`src/design/dbs_pkg.sv`:
```
// shared types and constants for the decimated bin sum / clamp / average block
// no dependencies
package dbs_pkg;

   localparam int MAX_POINTS  = 1024;
   localparam int PT_W        = $clog2(MAX_POINTS);
   localparam int NP_W        = 11;
   localparam int MAX_BATCHES = 64;
   localparam int BATCH_W     = 6;
   localparam int NB_W        = 7;
   localparam int SMP_W       = 32;
   localparam int ACC_W       = 40;
   localparam int AVG_W       = 27;
   localparam int OUT_W       = 18;
   localparam int LEN_W       = 11;
   localparam int MAG_W       = 27;
   localparam int CSR_IDX_W   = 3;
   localparam int CSR_DATA_W  = 32;
   localparam int QUEUE_DEPTH = 4;
   localparam int QPTR_W      = $clog2(QUEUE_DEPTH);

   typedef enum logic [CSR_IDX_W-1:0] {
      REG_NUM_POINTS  = 3'd0,
      REG_NUM_BATCHES = 3'd1,
      REG_ROW_WIDTH   = 3'd2,
      REG_DECIMATION  = 3'd3,
      REG_NORM_GAIN   = 3'd4,
      REG_AVG_LENGTH  = 3'd5
   } reg_idx_type;

   typedef struct packed {
      logic [NP_W-1:0] num_points;
      logic [NB_W-1:0] num_batches;
      logic [15:0]     row_width;
      logic [7:0]      decimation;
      logic [31:0]     norm_gain;
      logic [LEN_W-1:0] avg_length;
   } cfg_type;

   // one selected sample on its way to the back end
   typedef struct packed {
      logic signed [SMP_W-1:0] sample;
      logic [PT_W-1:0]         point;
      logic                    first;
      logic                    last;
      logic                    done;
   } item_type;

endpackage

```
`src/design/dbs_req_if.sv`:
```
// request channel: one signed Q16.16 sample
// depends on dbs_pkg
interface dbs_req_if import dbs_pkg::*; ();
   logic                    valid;
   logic                    ready;
   logic signed [SMP_W-1:0] sample;
   modport source (output valid, sample, input ready);
   modport sink (input valid, sample, output ready);
endinterface

```
`src/design/dbs_front.sv`:
```
// front end: column, stride, point and batch counters; passes selected samples on
// depends on dbs_pkg, dbs_req_if
module dbs_front import dbs_pkg::*; (
   input  logic      clock,
   input  logic      reset,
   input  cfg_type   cfg,
   input  logic      enable,
   dbs_req_if.sink   req_if,
   input  logic      full,
   output logic      push,
   output item_type  item
);
   logic [15:0]        col_ff, col_in;
   logic [7:0]         stride_ff, stride_in;
   logic [NP_W-1:0]    point_ff, point_in;
   logic [BATCH_W-1:0] batch_ff, batch_in;

   logic [NP_W-1:0] np;
   logic [NB_W-1:0] nb;
   logic [15:0]     rw;
   logic [7:0]      dec;
   logic            accept, last_batch, row_end, selected, done;

   always_comb begin
      np  = (cfg.num_points > NP_W'(MAX_POINTS)) ? NP_W'(MAX_POINTS) : cfg.num_points;
      nb  = (cfg.num_batches == '0) ? NB_W'(1) :
            ((cfg.num_batches > NB_W'(MAX_BATCHES)) ? NB_W'(MAX_BATCHES) : cfg.num_batches);
      rw  = (cfg.row_width == '0) ? 16'd1 : cfg.row_width;
      dec = (cfg.decimation == '0) ? 8'd1 : cfg.decimation;

      req_if.ready = enable && !full;
      accept       = req_if.valid && req_if.ready;

      last_batch = ({1'b0, batch_ff} + NB_W'(1)) >= nb;
      row_end    = ({1'b0, col_ff} + 17'd1) >= {1'b0, rw};
      selected   = (stride_ff == '0) && (point_ff < np);
      done       = (({1'b0, point_ff} + 12'd1) >= {1'b0, np}) ||
                   (({1'b0, col_ff} + {9'b0, dec}) >= {1'b0, rw});

      push       = accept && selected;
      item.sample = req_if.sample;
      item.point  = point_ff[PT_W-1:0];
      item.first  = (batch_ff == '0);
      item.last   = last_batch;
      item.done   = done;

      col_in    = col_ff;
      stride_in = stride_ff;
      point_in  = point_ff;
      batch_in  = batch_ff;
      if (accept) begin
         if (row_end) begin
            col_in    = '0;
            stride_in = '0;
            point_in  = '0;
            batch_in  = last_batch ? '0 : batch_ff + BATCH_W'(1);
         end else begin
            col_in    = col_ff + 16'd1;
            point_in  = selected ? point_ff + NP_W'(1) : point_ff;
            stride_in = (({1'b0, stride_ff} + 9'd1) >= {1'b0, dec}) ? '0 : stride_ff + 8'd1;
         end
      end
   end

   always_ff @(posedge clock) begin
      if (reset) begin
         col_ff    <= '0;
         stride_ff <= '0;
         point_ff  <= '0;
         batch_ff  <= '0;
      end else begin
         col_ff    <= col_in;
         stride_ff <= stride_in;
         point_ff  <= point_in;
         batch_ff  <= batch_in;
      end
   end
endmodule

```
`src/flat_wrapper.sv`:
```
// flat-port wrapper written by rule: the top's interface ports become plain ports
module dbs_front_flat import dbs_pkg::*;
  (clock, reset, cfg, enable, full, push, item, req_if_valid, req_if_sample, req_if_ready);
  dbs_req_if req_if_i ();
  input  logic clock;
  input  logic reset;
  input  cfg_type cfg;
  input  logic enable;
  input  logic full;
  output logic push;
  output item_type item;
  input wire logic [$bits(req_if_i.valid)-1:0] req_if_valid;
  input wire logic [$bits(req_if_i.sample)-1:0] req_if_sample;
  output wire logic [$bits(req_if_i.ready)-1:0] req_if_ready;
  assign req_if_i.valid = req_if_valid;
  assign req_if_i.sample = req_if_sample;
  assign req_if_ready = req_if_i.ready;
  dbs_front u_core (.clock(clock), .reset(reset), .cfg(cfg), .enable(enable), .req_if(req_if_i), .full(full), .push(push), .item(item));
endmodule
```
`config.mk`:
```
export PLATFORM = sky130hd
export DESIGN_NAME = dbs_front_flat
export DESIGN_NICKNAME = d
export VERILOG_FILES = /design/src/design/dbs_pkg.sv /design/src/design/dbs_req_if.sv /design/src/design/dbs_front.sv /design/src/flat_wrapper.sv
export SDC_FILE = /design/constraint.sdc
export NUM_CORES = 1
export LEC_CHECK = 0
export ABC_AREA = 1
export BUFFER_PORTS_ARGS = -buffer_cell sky130_fd_sc_hd__buf_4
export CAP_MARGIN = 20
export CELL_PAD_IN_SITES_DETAIL_PLACEMENT = 0
export CELL_PAD_IN_SITES_GLOBAL_PLACEMENT = 2
export CORE_UTILIZATION = 27
export DETAILED_ROUTE_END_ITERATION = 8
export PLACE_DENSITY_LB_ADDON = 0.1
export SYNTH_ARGS = -nofsm -noshare
export SYNTH_HDL_FRONTEND = slang
export SYNTH_SLANG_ARGS = --single-unit
```
`constraint.sdc`:
```
create_clock -name clock -period 4.75 [get_ports clock]
set_input_delay 0.2375 -clock clock [delete_from_list [all_inputs] [get_ports clock]]
set_output_delay 0.2375 -clock clock [all_outputs]
set_load 0.01 [all_outputs]
```
==> qor.txt <==
Fin. max-slew vios = 0
Clk Latency, worst-skew pair = 0.29 ns
CTS hold repair buffers = 0
Via/cell ratio = 4.535
CTS tree = built
XOR/XNOR Fraction of Synth Area = 0.07518
Share of cells above drive strength 1 = 0.1327
HP Class = in2reg
RSZ-0062 raised after global routing = no
Yosys reg bits = 41
Slowest stage cell, crit path = fa_1
Setup crit end kind = output pin
CTS max path bufs = 2
Initial Utilization = 0.2775
Largest family of logic cells by synthesized area = simple AND/OR/NAND/NOR gates
Critical path data arrival time = 3.83 ns
Outcome = finished clean
Worst slew pin tran = 0.6447 ns
Max VDD drop = 109.9 uV
Pleak = 2.894 nW
Syn_area_per_cell = 6.645 sq um
Placement row count = 50
CP max stage delay = 0.40 ns
Setup TNS = 0 ns
Detailed placer's ending HPWL = 12670 um
Yosys warning count = 0
Worst Clk Skew = 0.005245 ns
Hold Crit Start = reset
PwrDens = 165.1 nW/um^2
Mapped Cells = 789
Worst-path cell chain = buf_4 > nor4_1 > a41o_1 > ha_1 > inv_1 > fa_1 > nand3b_1 > nand2_1 > a21oi_1 > o21ai_0 > buf_4 > nand3_1 > nor2_1 > xor2_1 > ha_1 > a21oi_1 > o21ai_0 > nor2_1 > o21ai_0 > nand2_1 > nand2_1 > nand2_1 > nand3_1 > buf_4
Diodes inserted = 0
Synth Area in Adders = 0.2019
Fmax = 0.2461 GHz
First-pass GRT wire length = 24980 um
RD Place Congestion = 0.8458
Delay-heaviest family, CP = simple AND/OR/NAND/NOR gates
Number of global-route vias before repair = 4884
Setup Fix Bufs, Post-CTS = 0
I/O pin count = 169
Final hold violations = 0
# clock sinks = 41
Setup violators final = 0
DRC = 0
Critical path class = in2out
Final nets = 1004
Fraction of registers with async set/reset = 0
Slew HR = 0.5663
CP dominant cell by count = nand2_1
GRT Residual Overflow = 0
WP buf/inv = 4
Number of synthesized flops with an enable pin = 0
Fin crit share = 0.8553
Total Die Area = 19980 sq um
Final ANT Viol Nets = 0
Setup crit start = cfg[44]
CP required = 4.51 ns
Final Critical Period = 4.063 ns
RR Startpoint = u_core.col_ff[0]
Die width = 141.3 um
Sequential-to-total area share from yosys stat = 0.1566
Total track usage = 0.1618
Post-layout util = 0.3062
Net count after synthesis = 995
Core box area = 18890 sq um
# port buffers = 61
Post-CTS sizing = 0
Compound-Gate Fraction of Synth Area = 0.1043
Drt wl/cell = 14.42 um
Startpoint types = input port
Num CTS Buffers = 5
Iteration-0 DRC Markers = 169
Dpl ws = 0.6861 ns
CTS Root Cell = clkbuf_16
Chip height = 141.3 um
Netlist cell types = 44
Drt first pass iters = 4
Worst setup margin = 0.6872 ns
Largest net degree at the start of global routing = 37
Drt total wl = 15270 um
Synth-to-layout area growth = 10.33%
Mux contribution to synthesized area = 0
Main flop type after synthesis = dfxtp_1
CP max FO = 3
H-tree levels = 2
Max-cap viol count = 0
Post-Synthesis Cell Area = 5243 sq um
Initial antenna violation count = 0
Worst-path clk slew = 0.06 ns
Via count = 4803
Synth Area in Simple Gates = 0.2990
metal layers:
metal / part of all wire / vias up / global-route usage
met3: 0.028 / 15 / 0.02362
met2: 0.49 / 83 / 0.2879
li1: - / 2540 / -
met1: 0.48 / 2165 / 0.2037
met4: 0.0098 / 0 / 0.04005
met5: 0 / - / 0
logic make-up after synthesis:
logic type	count (synthesis)
buf+inv	170
flops	41
xor+xnor	45
fa+ha+maj	84
simple gates	354
compound gates	95
report_power, final:
group          switching [mW]  total (mW)  internal [mW]
sequential            0.00387       0.350          0.346
clock                   0.150       0.413          0.263
combinational           0.114       0.192         0.0774
placed cells by master (no fill, tap or decap), types with 2 or more instances in the layout:
| cell | instances |
|---|---|
| a21o_1 | 3 |
| a21oi_1 | 58 |
| a21oi_2 | 10 |
| a41o_1 | 2 |
| buf_4 | 66 |
| clkbuf_16 | 5 |
| dfxtp_1 | 41 |
| ha_1 | 83 |
| inv_1 | 103 |
| nand2_1 | 179 |
| nand2_2 | 14 |
| nand3_1 | 62 |
| nand3b_1 | 3 |
| nand4_1 | 9 |
| nor2_1 | 61 |
| nor2_2 | 2 |
| nor3_1 | 9 |
| nor4_1 | 8 |
| o21ai_0 | 16 |
| xnor2_1 | 9 |
| xor2_1 | 36 |
worst reg2reg max path, cell delays in order, from the launching register on:
cell	delay [ns]
dfxtp_1	0.38
buf_4	0.18
nand3_1	0.17
nor3_1	0.29
nand2_1	0.22
nor3_1	0.23
xor2_1	0.27
ha_1	0.27
nand2_1	0.05
inv_1	0.08
nand2_1	0.07
nor2_1	0.04
nand2_1	0.06
nand3_1	0.09
nand2_1	0.16
nand3_4	0.21
nor2_8	0.35
nand2_1	0.09
a21oi_1	0.14
path summary, 6_finish.rpt:
| kind | end | slack [ns] | cells past startpoint |
|---|---|---|---|
| worst max-delay path | item[0] | 0.69 | 24 |
| worst min register to register | u_core.stride_ff[3] | 0.47 | 2 |
| worst max register to register | u_core.col_ff[6] | 1.31 | 18 |
| worst min-delay path | u_core.col_ff[12] | 0.40 | 2 |
metrics by stage:
stage | std cells | power [mW] | instance area (sq um) | hold WS [ns]
after floorplan | 789 | 0.5021 | 5243 | 0.4452
after global placement | 1050 | 0.5524 | 5604 | 0.4549
after detailed placement | 1050 | 0.5541 | 5604 | 0.4629
after CTS | 1058 | 0.9805 | 5777 | 0.4040
after global routing | 1059 | 1.018 | 5784 | 0.4201
final | 1059 | 0.9551 | 5784 | 0.3999
synth_stat cells (2+ instances only):
| library cell | n | area share |
|---|---|---|
| nor4_1 | 8 | 0.0095 |
| buf_2 | 2 | 0.0019 |
| xnor2_1 | 9 | 0.015 |
| a41o_1 | 2 | 0.0038 |
| xor2_1 | 36 | 0.060 |
| o21ai_0 | 16 | 0.015 |
| dfxtp_1 | 41 | 0.16 |
| a21o_1 | 3 | 0.0043 |
| inv_1 | 103 | 0.074 |
| nand2_2 | 14 | 0.017 |
| nor2_2 | 2 | 0.0024 |
| nand3_1 | 62 | 0.059 |
| nand3b_1 | 3 | 0.0043 |
| a21oi_1 | 58 | 0.055 |
| ha_1 | 83 | 0.20 |
| clkbuf_1 | 11 | 0.0079 |
| buf_4 | 46 | 0.066 |
| nor3_1 | 9 | 0.0086 |
| nand4_1 | 9 | 0.011 |
| a21oi_2 | 10 | 0.017 |
| nand2_1 | 179 | 0.13 |
| nor2_1 | 61 | 0.044 |
registers in the layout, indices dropped and copies added (netlist names):
signal	flops
u_core.col_ff	16
u_core.batch_ff	6
u_core.stride_ff	8
u_core.point_ff	11
layout make-up:
type                       instances  area, sq um
fill                            2153        13110
multi-input combinational        578         3567
sequential                        41        820.8
timing repair buffer              66        495.5
inverter                         106        402.9
tap                              260        325.3
clock buffer                       7        142.6
clock inverter                     1        30.03
Power figures use the tool's default switching activity.
