File: src/design/dbs_pkg.sv
// shared types and constants for the decimated bin sum / clamp / average block
// no dependencies
package dbs_pkg;

   localparam int MAX_POINTS  = 1024;
   localparam int PT_W        = $clog2(MAX_POINTS);
   localparam int NP_W        = 11;
   localparam int MAX_BATCHES = 64;
   localparam int BATCH_W     = 6;
   localparam int NB_W        = 7;
   localparam int SMP_W       = 32;
   localparam int ACC_W       = 40;
   localparam int AVG_W       = 27;
   localparam int OUT_W       = 18;
   localparam int LEN_W       = 11;
   localparam int MAG_W       = 27;
   localparam int CSR_IDX_W   = 3;
   localparam int CSR_DATA_W  = 32;
   localparam int QUEUE_DEPTH = 4;
   localparam int QPTR_W      = $clog2(QUEUE_DEPTH);

   typedef enum logic [CSR_IDX_W-1:0] {
      REG_NUM_POINTS  = 3'd0,
      REG_NUM_BATCHES = 3'd1,
      REG_ROW_WIDTH   = 3'd2,
      REG_DECIMATION  = 3'd3,
      REG_NORM_GAIN   = 3'd4,
      REG_AVG_LENGTH  = 3'd5
   } reg_idx_type;

   typedef struct packed {
      logic [NP_W-1:0] num_points;
      logic [NB_W-1:0] num_batches;
      logic [15:0]     row_width;
      logic [7:0]      decimation;
      logic [31:0]     norm_gain;
      logic [LEN_W-1:0] avg_length;
   } cfg_type;

   // one selected sample on its way to the back end
   typedef struct packed {
      logic signed [SMP_W-1:0] sample;
      logic [PT_W-1:0]         point;
      logic                    first;
      logic                    last;
      logic                    done;
   } item_type;

endpackage

File: src/design/dbs_queue.sv
// short fifo between front and back end
// depends on dbs_pkg
module dbs_queue import dbs_pkg::*; (
   input  logic     clock,
   input  logic     reset,
   input  logic     push,
   input  item_type push_item,
   output logic     full,
   input  logic     pop,
   output item_type head,
   output logic     empty
);
   item_type          mem_ff [QUEUE_DEPTH];
   logic [QPTR_W-1:0] wr_ptr_ff, rd_ptr_ff;
   logic [QPTR_W:0]   count_ff, count_in;

   always_comb begin
      full  = (count_ff == (QPTR_W+1)'(QUEUE_DEPTH));
      empty = (count_ff == '0);
      head  = mem_ff[rd_ptr_ff];
      count_in = count_ff;
      if (push && !pop) begin
         count_in = count_ff + (QPTR_W+1)'(1);
      end else if (pop && !push) begin
         count_in = count_ff - (QPTR_W+1)'(1);
      end
   end

   always_ff @(posedge clock) begin
      if (push) begin
         mem_ff[wr_ptr_ff] <= push_item;
      end
      if (reset) begin
         wr_ptr_ff <= '0;
         rd_ptr_ff <= '0;
         count_ff  <= '0;
      end else begin
         if (push) wr_ptr_ff <= wr_ptr_ff + QPTR_W'(1);
         if (pop) rd_ptr_ff <= rd_ptr_ff + QPTR_W'(1);
         count_ff <= count_in;
      end
   end
endmodule

File: config.mk
export PLATFORM = sky130hd
export DESIGN_NAME = dbs_queue
export DESIGN_NICKNAME = d
export VERILOG_FILES = /design/src/design/dbs_pkg.sv /design/src/design/dbs_queue.sv
export SDC_FILE = /design/constraint.sdc
export NUM_CORES = 1
export LEC_CHECK = 0
export BUFFER_PORTS_ARGS = -buffer_cell sky130_fd_sc_hd__buf_2
export CORE_MARGIN = 5
export CORE_UTILIZATION = 50
export CTS_CLUSTER_SIZE = 40
export DETAILED_ROUTE_END_ITERATION = 8
export PLACE_DENSITY = 0.74
export SYNTH_ARGS = -nofsm -noshare
export SYNTH_HDL_FRONTEND = slang
export SYNTH_SLANG_ARGS = --single-unit
File: constraint.sdc
create_clock -name clock -period 2.4 [get_ports clock]
set_input_delay 0.48 -clock clock [delete_from_list [all_inputs] [get_ports clock]]
set_output_delay 0.48 -clock clock [all_outputs]
set_load 0.02 [all_outputs]
==> results by group, run 1 <==
Pwr
  – Max VDD drop: 0.700 mV
  – PwrDens: 893 nW/µm²
  – Leakage: 2.86 nW

Clocking
  – Max H-tree Level: 4
  – CTS buffer count: 17
  – Clock transition at path regs: 0.07 ns
  – Clk sink count: 189
  – Bufs on Longest Clock Path: 2
  – Hold buffers post-CTS: 0
  – Clk_lat worst skew: 0.42 ns
  – Clk root buf: clkbuf_16
  – CTS tree: yes

Logic synthesis
  – Adder-Cell Fraction of Synth Area: 1.18%
  – Compound-cell area share of the yosys netlist: 0.143%
  – Syn. warnings: 0
  – Post-Syn Instances: 279
  – Combinational family with the most area after synthesis: multiplexers
  – Mapped Area: 6980 µm²
  – Post-Synth Simple-Gate Area: 1.06%
  – Synth unique cells: 23
  – Syn_nets: 334
  – Synthesized area per cell: 25.0 µm²
  – Synth Register Bits: 189
  – Post-synthesis sequential area ratio: 80.0%
  – Post-synthesis xor/xnor area fraction: 0.627%
  – Mux cell area share after synthesis: 15.1%

Global routing
  – First-pass GRT wire length: 19,000 µm
  – Vias in the first global route: 3,450
  – Grt ovf: 0
  – Initial antenna violation count: 1
  – GR Util All Layers: 15.7%
  – Largest net degree at the start of global routing: 46

STA
  – Setup TNS Final: 0 ns
  – Hold Fails Final Rpt: 0
  – Setup Skew: 0.0112 ns
  – Worst setup margin: 0.148 ns
  – Fin Hold WS: 0.270 ns
  – Max Fclk: 444 MHz
  – Max-slew headroom: 70.2%
  – Setup Viol. Count Final: 0
  – Slew Limit Fails: 0
  – Worst slew pin tran: 0.448 ns
  – RSZ-0062 raised after global routing: no
  – Period utilisation layout: 93.9%
  – Fin crit period: 2.25 ns

Drt
  – Vias per cell: 5.39
  – Avg WL per Cell: 20.4 µm
  – DRT Wirelength: 12,000 µm
  – DR iter-0 viols: 248
  – DRC viols: 0
  – Detail Route Antenna Nets: 0
  – Vias after detailed routing: 3,160
  – First-pass detailed-route iteration total: 4

Floorplan
  – Core Footprint: 13,800 µm²
  – # rows: 43
  – Die width: 128 µm
  – Num ports: 96
  – Die area: 16,400 µm²
  – Initial Util: 50.7%
  – Die height: 128 µm

Layout
  – Ratio of cells with drive above 1 in the final layout: 44.6%
  – N_diodes: 0
  – Commonest non-fill, non-tap cells in the layout: 180 x edfxtp_1, 95 x buf_2, 40 x mux4_2, 17 x clkbuf_16
  – Final nets: 448
  – Final-layout fill cell count: 994
  – Commonest non-fill, non-tap cell in the layout: edfxtp_1
  – Area Overhead vs Synth: 19.5%

Worst hold path
  – Hold path start: push_item[44]
  – Min-Delay Path Class: in2reg

Placed design
  – IO Port Bufs: 95
  – Worst slack, placed: 0.394 ns
  – Routability cong.: 0.715
  – Detailed placement HPWL: 7530 µm

Setup path
  – Setup crit start kind: flop
  – Worst r2r src: wr_ptr_ff[0]
  – Flop-to-flop setup slack: 0.75 ns
  – Crit-path max FO: 14
  – Crit path kind: reg2out
  – Critical path endpoint category: output pin
  – Worst path required time: 1.92 ns
  – CP arrival: 1.77 ns

Status
  – Status: finished, final reports clean

Run
  – Max-Cap Viols: 0
## report_power, final
group | internal (mW) | total [mW] | switching (mW)
clock network | 1.65 | 2.80 | 1.15
registers | 3.78 | 3.83 | 0.0497
logic | 0.353 | 0.822 | 0.470
## routing by layer
metal | GRT usage (%) | up-vias | wire, µm
met4 | 4.68 | 2 | 91
met2 | 26.1 | 97 | 6290
met1 | 20.0 | 1653 | 4680
met3 | 5.17 | 9 | 890
li1 | - | 1399 | -
met5 | 0 | - | 13
## final cells by class
type	instances	area, µm²	share of cell area (%)
Sequential cell	189	5590	67.0
Multi-Input combinational cell	75	1270	15.2
Timing Repair Buffer	106	646	7.74
Clock buffer	20	437	5.23
Tap cell	180	225	2.70
Clock inverter	12	163	1.95
Inverter	4	15.0	0.180
## flip-flops by register name, indices dropped and copies added, names as in the netlist, named ones only
signal     flops
count_ff       3
mem_ff       180
wr_ptr_ff      2
rd_ptr_ff      2
## cell families (layout without fill, tap and decap cells)
| group | count (synthesis) | after routing |
|---|---|---|
| buf+inv | 15 | 142 |
| simple gates | 15 | 15 |
| flops | 189 | 189 |
| xor+xnor | 5 | 5 |
| mux | 47 | 47 |
| fa+ha+maj | 6 | 6 |
| compound gates | 2 | 2 |
## cell usage after synthesis
library cell / number / area [µm²]
buf_6: 1 / 11.3
nor3b_1: 1 / 7.51
clkbuf_2: 1 / 5.00
o21ai_0: 1 / 5.00
xnor2_1: 2 / 17.5
buf_2: 4 / 20.0
nor2_1: 7 / 26.3
dfxtp_1: 9 / 180
mux4_2: 40 / 901
nand2_1: 1 / 3.75
mux2i_1: 2 / 20.0
ha_1: 5 / 62.6
inv_1: 4 / 15.0
clkbuf_1: 1 / 3.75
mux4_1: 5 / 131
or3_1: 1 / 6.26
a21oi_1: 1 / 5.00
edfxtp_1: 180 / 5410
and2_1: 4 / 25.0
xor2_1: 3 / 26.3
buf_12: 4 / 80.1
nor3_1: 1 / 5.00
fa_1: 1 / 20.0
## critical path: stages (launching register included)
cell and delay (ns):
dfxtp_4 0.42, buf_12 0.18, mux4_1 0.57, buf_2 0.18
## stage by stage
step / utilization [%] / power, mW / cells / instance area, µm²
2_1_floorplan: - / 4.44 / 279 / 6980
6_report: 60.6 / 7.45 / 586 / 8340
3_5_place_dp: 56.0 / 4.74 / 552 / 7720
4_1_cts: 60.6 / 7.53 / 586 / 8340
5_1_grt: 60.6 / 7.74 / 586 / 8340
3_3_place_gp: 56.0 / 4.71 / 552 / 7720
## what timing repair did
action / 4_1_cts / 5_1_grt
gates resized for setup: 0 / 0
setup endpoints to repair: 22 / 0
buffers inserted: 2 / 0
## worst paths after layout
path                                 endpoint  cells past startpoint
worst max-delay path                 head[40]                      3
worst min-delay path            mem_ff[2][44]                      1
worst max register to register  mem_ff[2][21]                      4
worst min register to register    count_ff[2]                      2
Note: power is estimated with default switching activity, not from simulation.
==> inputs of run 2 (changes only) <==
Settings changed: ABC_AREA set to 1, PLACE_DENSITY 0.74 to not set, PLACE_DENSITY_LB_ADDON set to 0.05.
==> results by group, run 2 <==
Status
  – Status: finished, final reports clean

Placed design
  – Detailed placement HPWL: 8210 µm (+8.9%)
  – Routability cong.: 0.765 (+7.0%)
  – Placed Cells: 758 (+37%)
  – IO Port Bufs: 95 (unchanged)
  – Worst slack, placed: 0.413 ns (+0.0188 ns)

Clocking
  – CTS buffer count: 17 (unchanged)
  – Clk sink count: 189 (unchanged)
  – Hold buffers post-CTS: 0 (unchanged)
  – Max H-tree Level: 4 (unchanged)
  – CTS tree: yes
  – Bufs on Longest Clock Path: 2 (unchanged)
  – Clock transition at path regs: 0.07 ns (about the same)
  – Clk root buf: clkbuf_16
  – Clk_lat worst skew: 0.42 ns (about the same)

STA
  – Period utilisation layout: 95.8% (+1.9 points)
  – Max Fclk: 435 MHz (-2.0%)
  – Hold Fails Final Rpt: 0 (unchanged)
  – Fin Hold WS: 0.217 ns (-0.0528 ns)
  – Setup TNS Final: 0 ns (unchanged)
  – Fin crit period: 2.30 ns (+0.0460 ns)
  – RSZ-0062 raised after global routing: no
  – Max-slew headroom: 66.0% (-4.2 points)
  – Setup Skew: 0.00737 ns (-0.00383 ns)
  – Slew Limit Fails: 0 (unchanged)
  – Setup Viol. Count Final: 0 (unchanged)
  – Worst slew pin tran: 0.510 ns (+0.0623 ns)
  – Worst setup margin: 0.101 ns (-0.0460 ns)

Logic synthesis
  – FFs w/ async S/R, synth: 0% (unchanged)
  – Synth unique cells: 22 (-4.3%)
  – Top post-synthesis cells by area: edfxtp_1 75%, nor2_1 5.0%, o21ai_1 4.1%
  – EDFF count, synth: 180 (unchanged)
  – Combinational family with the most area after synthesis: compound AO/OA/AOI/OAI gates
  – Syn. warnings: 0 (unchanged)
  – Most frequent cell after synthesis: edfxtp_1
  – Most frequent cells after synthesis: 180 x edfxtp_1, 96 x nor2_1, 60 x o21ai_1
  – Syn_nets: 548 (+64%)
  – Post-synthesis xor/xnor area fraction: 0.121% (-0.51 points)
  – Share of the synthesized area in the top cell type: 74.5% (-2.9 points)
  – Mux cell area share after synthesis: 0% (-15 points)
  – Post-Syn Instances: 493 (+77%)
  – Mapped Area: 7250 µm² (+3.8%)
  – Top_reg_cell synth: edfxtp_1
  – Adder-Cell Fraction of Synth Area: 1.14% (-0.044 points)
  – Synthesized area per cell: 14.7 µm² (-41%)
  – Post-Synth Simple-Gate Area: 5.73% (+4.7 points)
  – Synth area leader: edfxtp_1
  – Compound-cell area share of the yosys netlist: 10.6% (+11 points)
  – Synth Register Bits: 189 (unchanged)
  – Post-synthesis sequential area ratio: 77.0% (-3.0 points)

Setup path
  – R2r worst-path depth: 5 (+1)
  – CP top delay family: flip-flops
  – Worst path required time: 1.92 ns (about the same)
  – Slowest cell on the critical path: dfxtp_4
  – Flop-to-flop setup slack: 0.82 ns (+0.07 ns)
  – Slowest stage delay, CP: 0.53 ns (-0.04 ns)
  – Buf+Inv Stages, Crit Path: 2 (unchanged)
  – Crit path cell chain: buf_4 > o21ai_0 > o22ai_1 > buf_2
  – Critical path depth in cells: 4 (+1)
  – R2R Path End: mem_ff[2][16]
  – Worst r2r src: wr_ptr_ff[0]
  – Setup crit start kind: flop
  – Crit-path max FO: 22 (+8)
  – Critical path endpoint category: output pin
  – Crit path kind: reg2out
  – CP arrival: 1.82 ns (+0.05 ns)

Run
  – Max-Cap Viols: 0 (unchanged)

Floorplan
  – Die width: 130 µm (+1.8%)
  – Die area: 17,000 µm² (+3.5%)
  – Initial Util: 50.5% (-0.24 points)
  – Die height: 130 µm (+1.8%)
  – # rows: 44 (+2.3%)
  – Num ports: 96 (unchanged)
  – Core Footprint: 14,400 µm² (+4.3%)

Layout
  – Ratio of cells with drive above 1 in the final layout: 24.5% (-20 points)
  – Cell Count, Final, Fillers Out: 791 (+35%)
  – N_diodes: 0 (unchanged)
  – Commonest non-fill, non-tap cells in the layout: 180 x edfxtp_1, 96 x nor2_1, 95 x buf_2, 60 x o21ai_1, 45 x o22ai_1
  – Final nets: 649 (+45%)
  – Area Overhead vs Synth: 16.0%
  – Max FFs per register: 180 (unchanged)
  – Register name with the most flops: mem_ff
  – Biggest registers after layout: mem_ff (180), count_ff (3)
  – Commonest non-fill, non-tap cell in the layout: edfxtp_1

Drt
  – Vias per cell: 5.31 (-1.6%)
  – Detail Route Antenna Nets: 0 (unchanged)
  – Vias after detailed routing: 4,198 (+33%)
  – Avg WL per Cell: 17.9 µm (-12%)
  – DRT Wirelength: 14,200 µm (+19%)
  – First-pass detailed-route iteration total: 4 (unchanged)
  – DRC viols: 0 (unchanged)
  – DR iter-0 viols: 220 (-11%)

Pwr
  – PwrDens: 870 nW/µm² (-2.7%)
  – Total chip power: 7.31 mW (-1.9%)
  – Max VDD drop: 0.539 mV (-23%)
  – Leakage: 3.01 nW (+5.3%)

Worst hold path
  – Hold path start: reset
  – Min-Delay Path Class: in2reg
  – Min-Delay Endpoint: count_ff[0]
  – Worst Hold Depth: 2 (+1)

Global routing
  – Vias in the first global route: 4,159 (+21%)
  – First-pass GRT wire length: 21,900 µm (+15%)
  – Grt ovf: 0 (unchanged)
  – GR Util All Layers: 17.3% (+1.6 points)
  – Initial antenna violation count: 1 (unchanged)
  – Largest net degree at the start of global routing: 91 (+98%)
-- run 2: timing repair --
item	4_1_cts	5_1_grt
gates resized for setup	0	1
cloned	0	0
setup endpoints to repair	6	5
buffers inserted	1	0
pin swaps	0	0
-- run 2: worst register-to-register path, stage by stage (launching register included) --
cell     delay [ns]
dfxtp_1        0.33
inv_1          0.11
ha_1           0.16
nand2_1        0.06
inv_2          0.36
buf_4          0.28
-- run 2: how the worst max path moves through the flow --
stage,start,end,slack (ns)
finish,flop,head[12],0.10
global route,flop,head[12],0.002
CTS,flop,head[12],0.04
detailed placement,flop,head[12],0.41
global placement,flop,head[22],0.48
floorplan,wr_ptr_ff[0],mem_ff[2][0],0.53
-- run 2: kinds of logic (layout without fill, tap and decap cells) --
kind of cell | after synthesis | in the layout
compound gates | 143 | 143
xor+xnor | 1 | 1
fa+ha+maj | 6 | 6
simple gates | 109 | 109
buf+inv | 45 | 159
flops | 189 | 189
-- run 2: layer usage --
metal / vias to the layer above / GRT usage (%) / part of all wire, %
met4: 2 / 5.44 / 1.0
met2: 89 / 30.3 / 50
met1: 2044 / 21.6 / 43
li1: 2050 / - / -
met5: - / 0 / 0.049
met3: 13 / 3.90 / 5.4
-- run 2: cell type report --
| class | count | area (µm²) |
|---|---|---|
| Timing Repair Buffer | 110 | 646 |
| Fill cell | 1166 | 5960 |
| Sequential cell | 189 | 5590 |
| Multi-Input combinational cell | 259 | 1280 |
| Inverter | 17 | 77.6 |
| Clock buffer | 18 | 429 |
| Clock inverter | 14 | 158 |
| Tap cell | 184 | 230 |
-- run 2: power by group --
part           leakage, nW  internal [mW]  switching, mW
combinational         1.00          0.240          0.518
sequential            1.73           3.76         0.0487
clock                0.279           1.55           1.19
-- run 2: per-stage QoR --
step           cell area [µm²]  utilization [%]
2_1_floorplan             7250                -
3_3_place_gp              7810             54.3
3_5_place_dp              7810             54.3
4_1_cts                   8410             58.5
5_1_grt                   8410             58.5
6_report                  8410             58.5
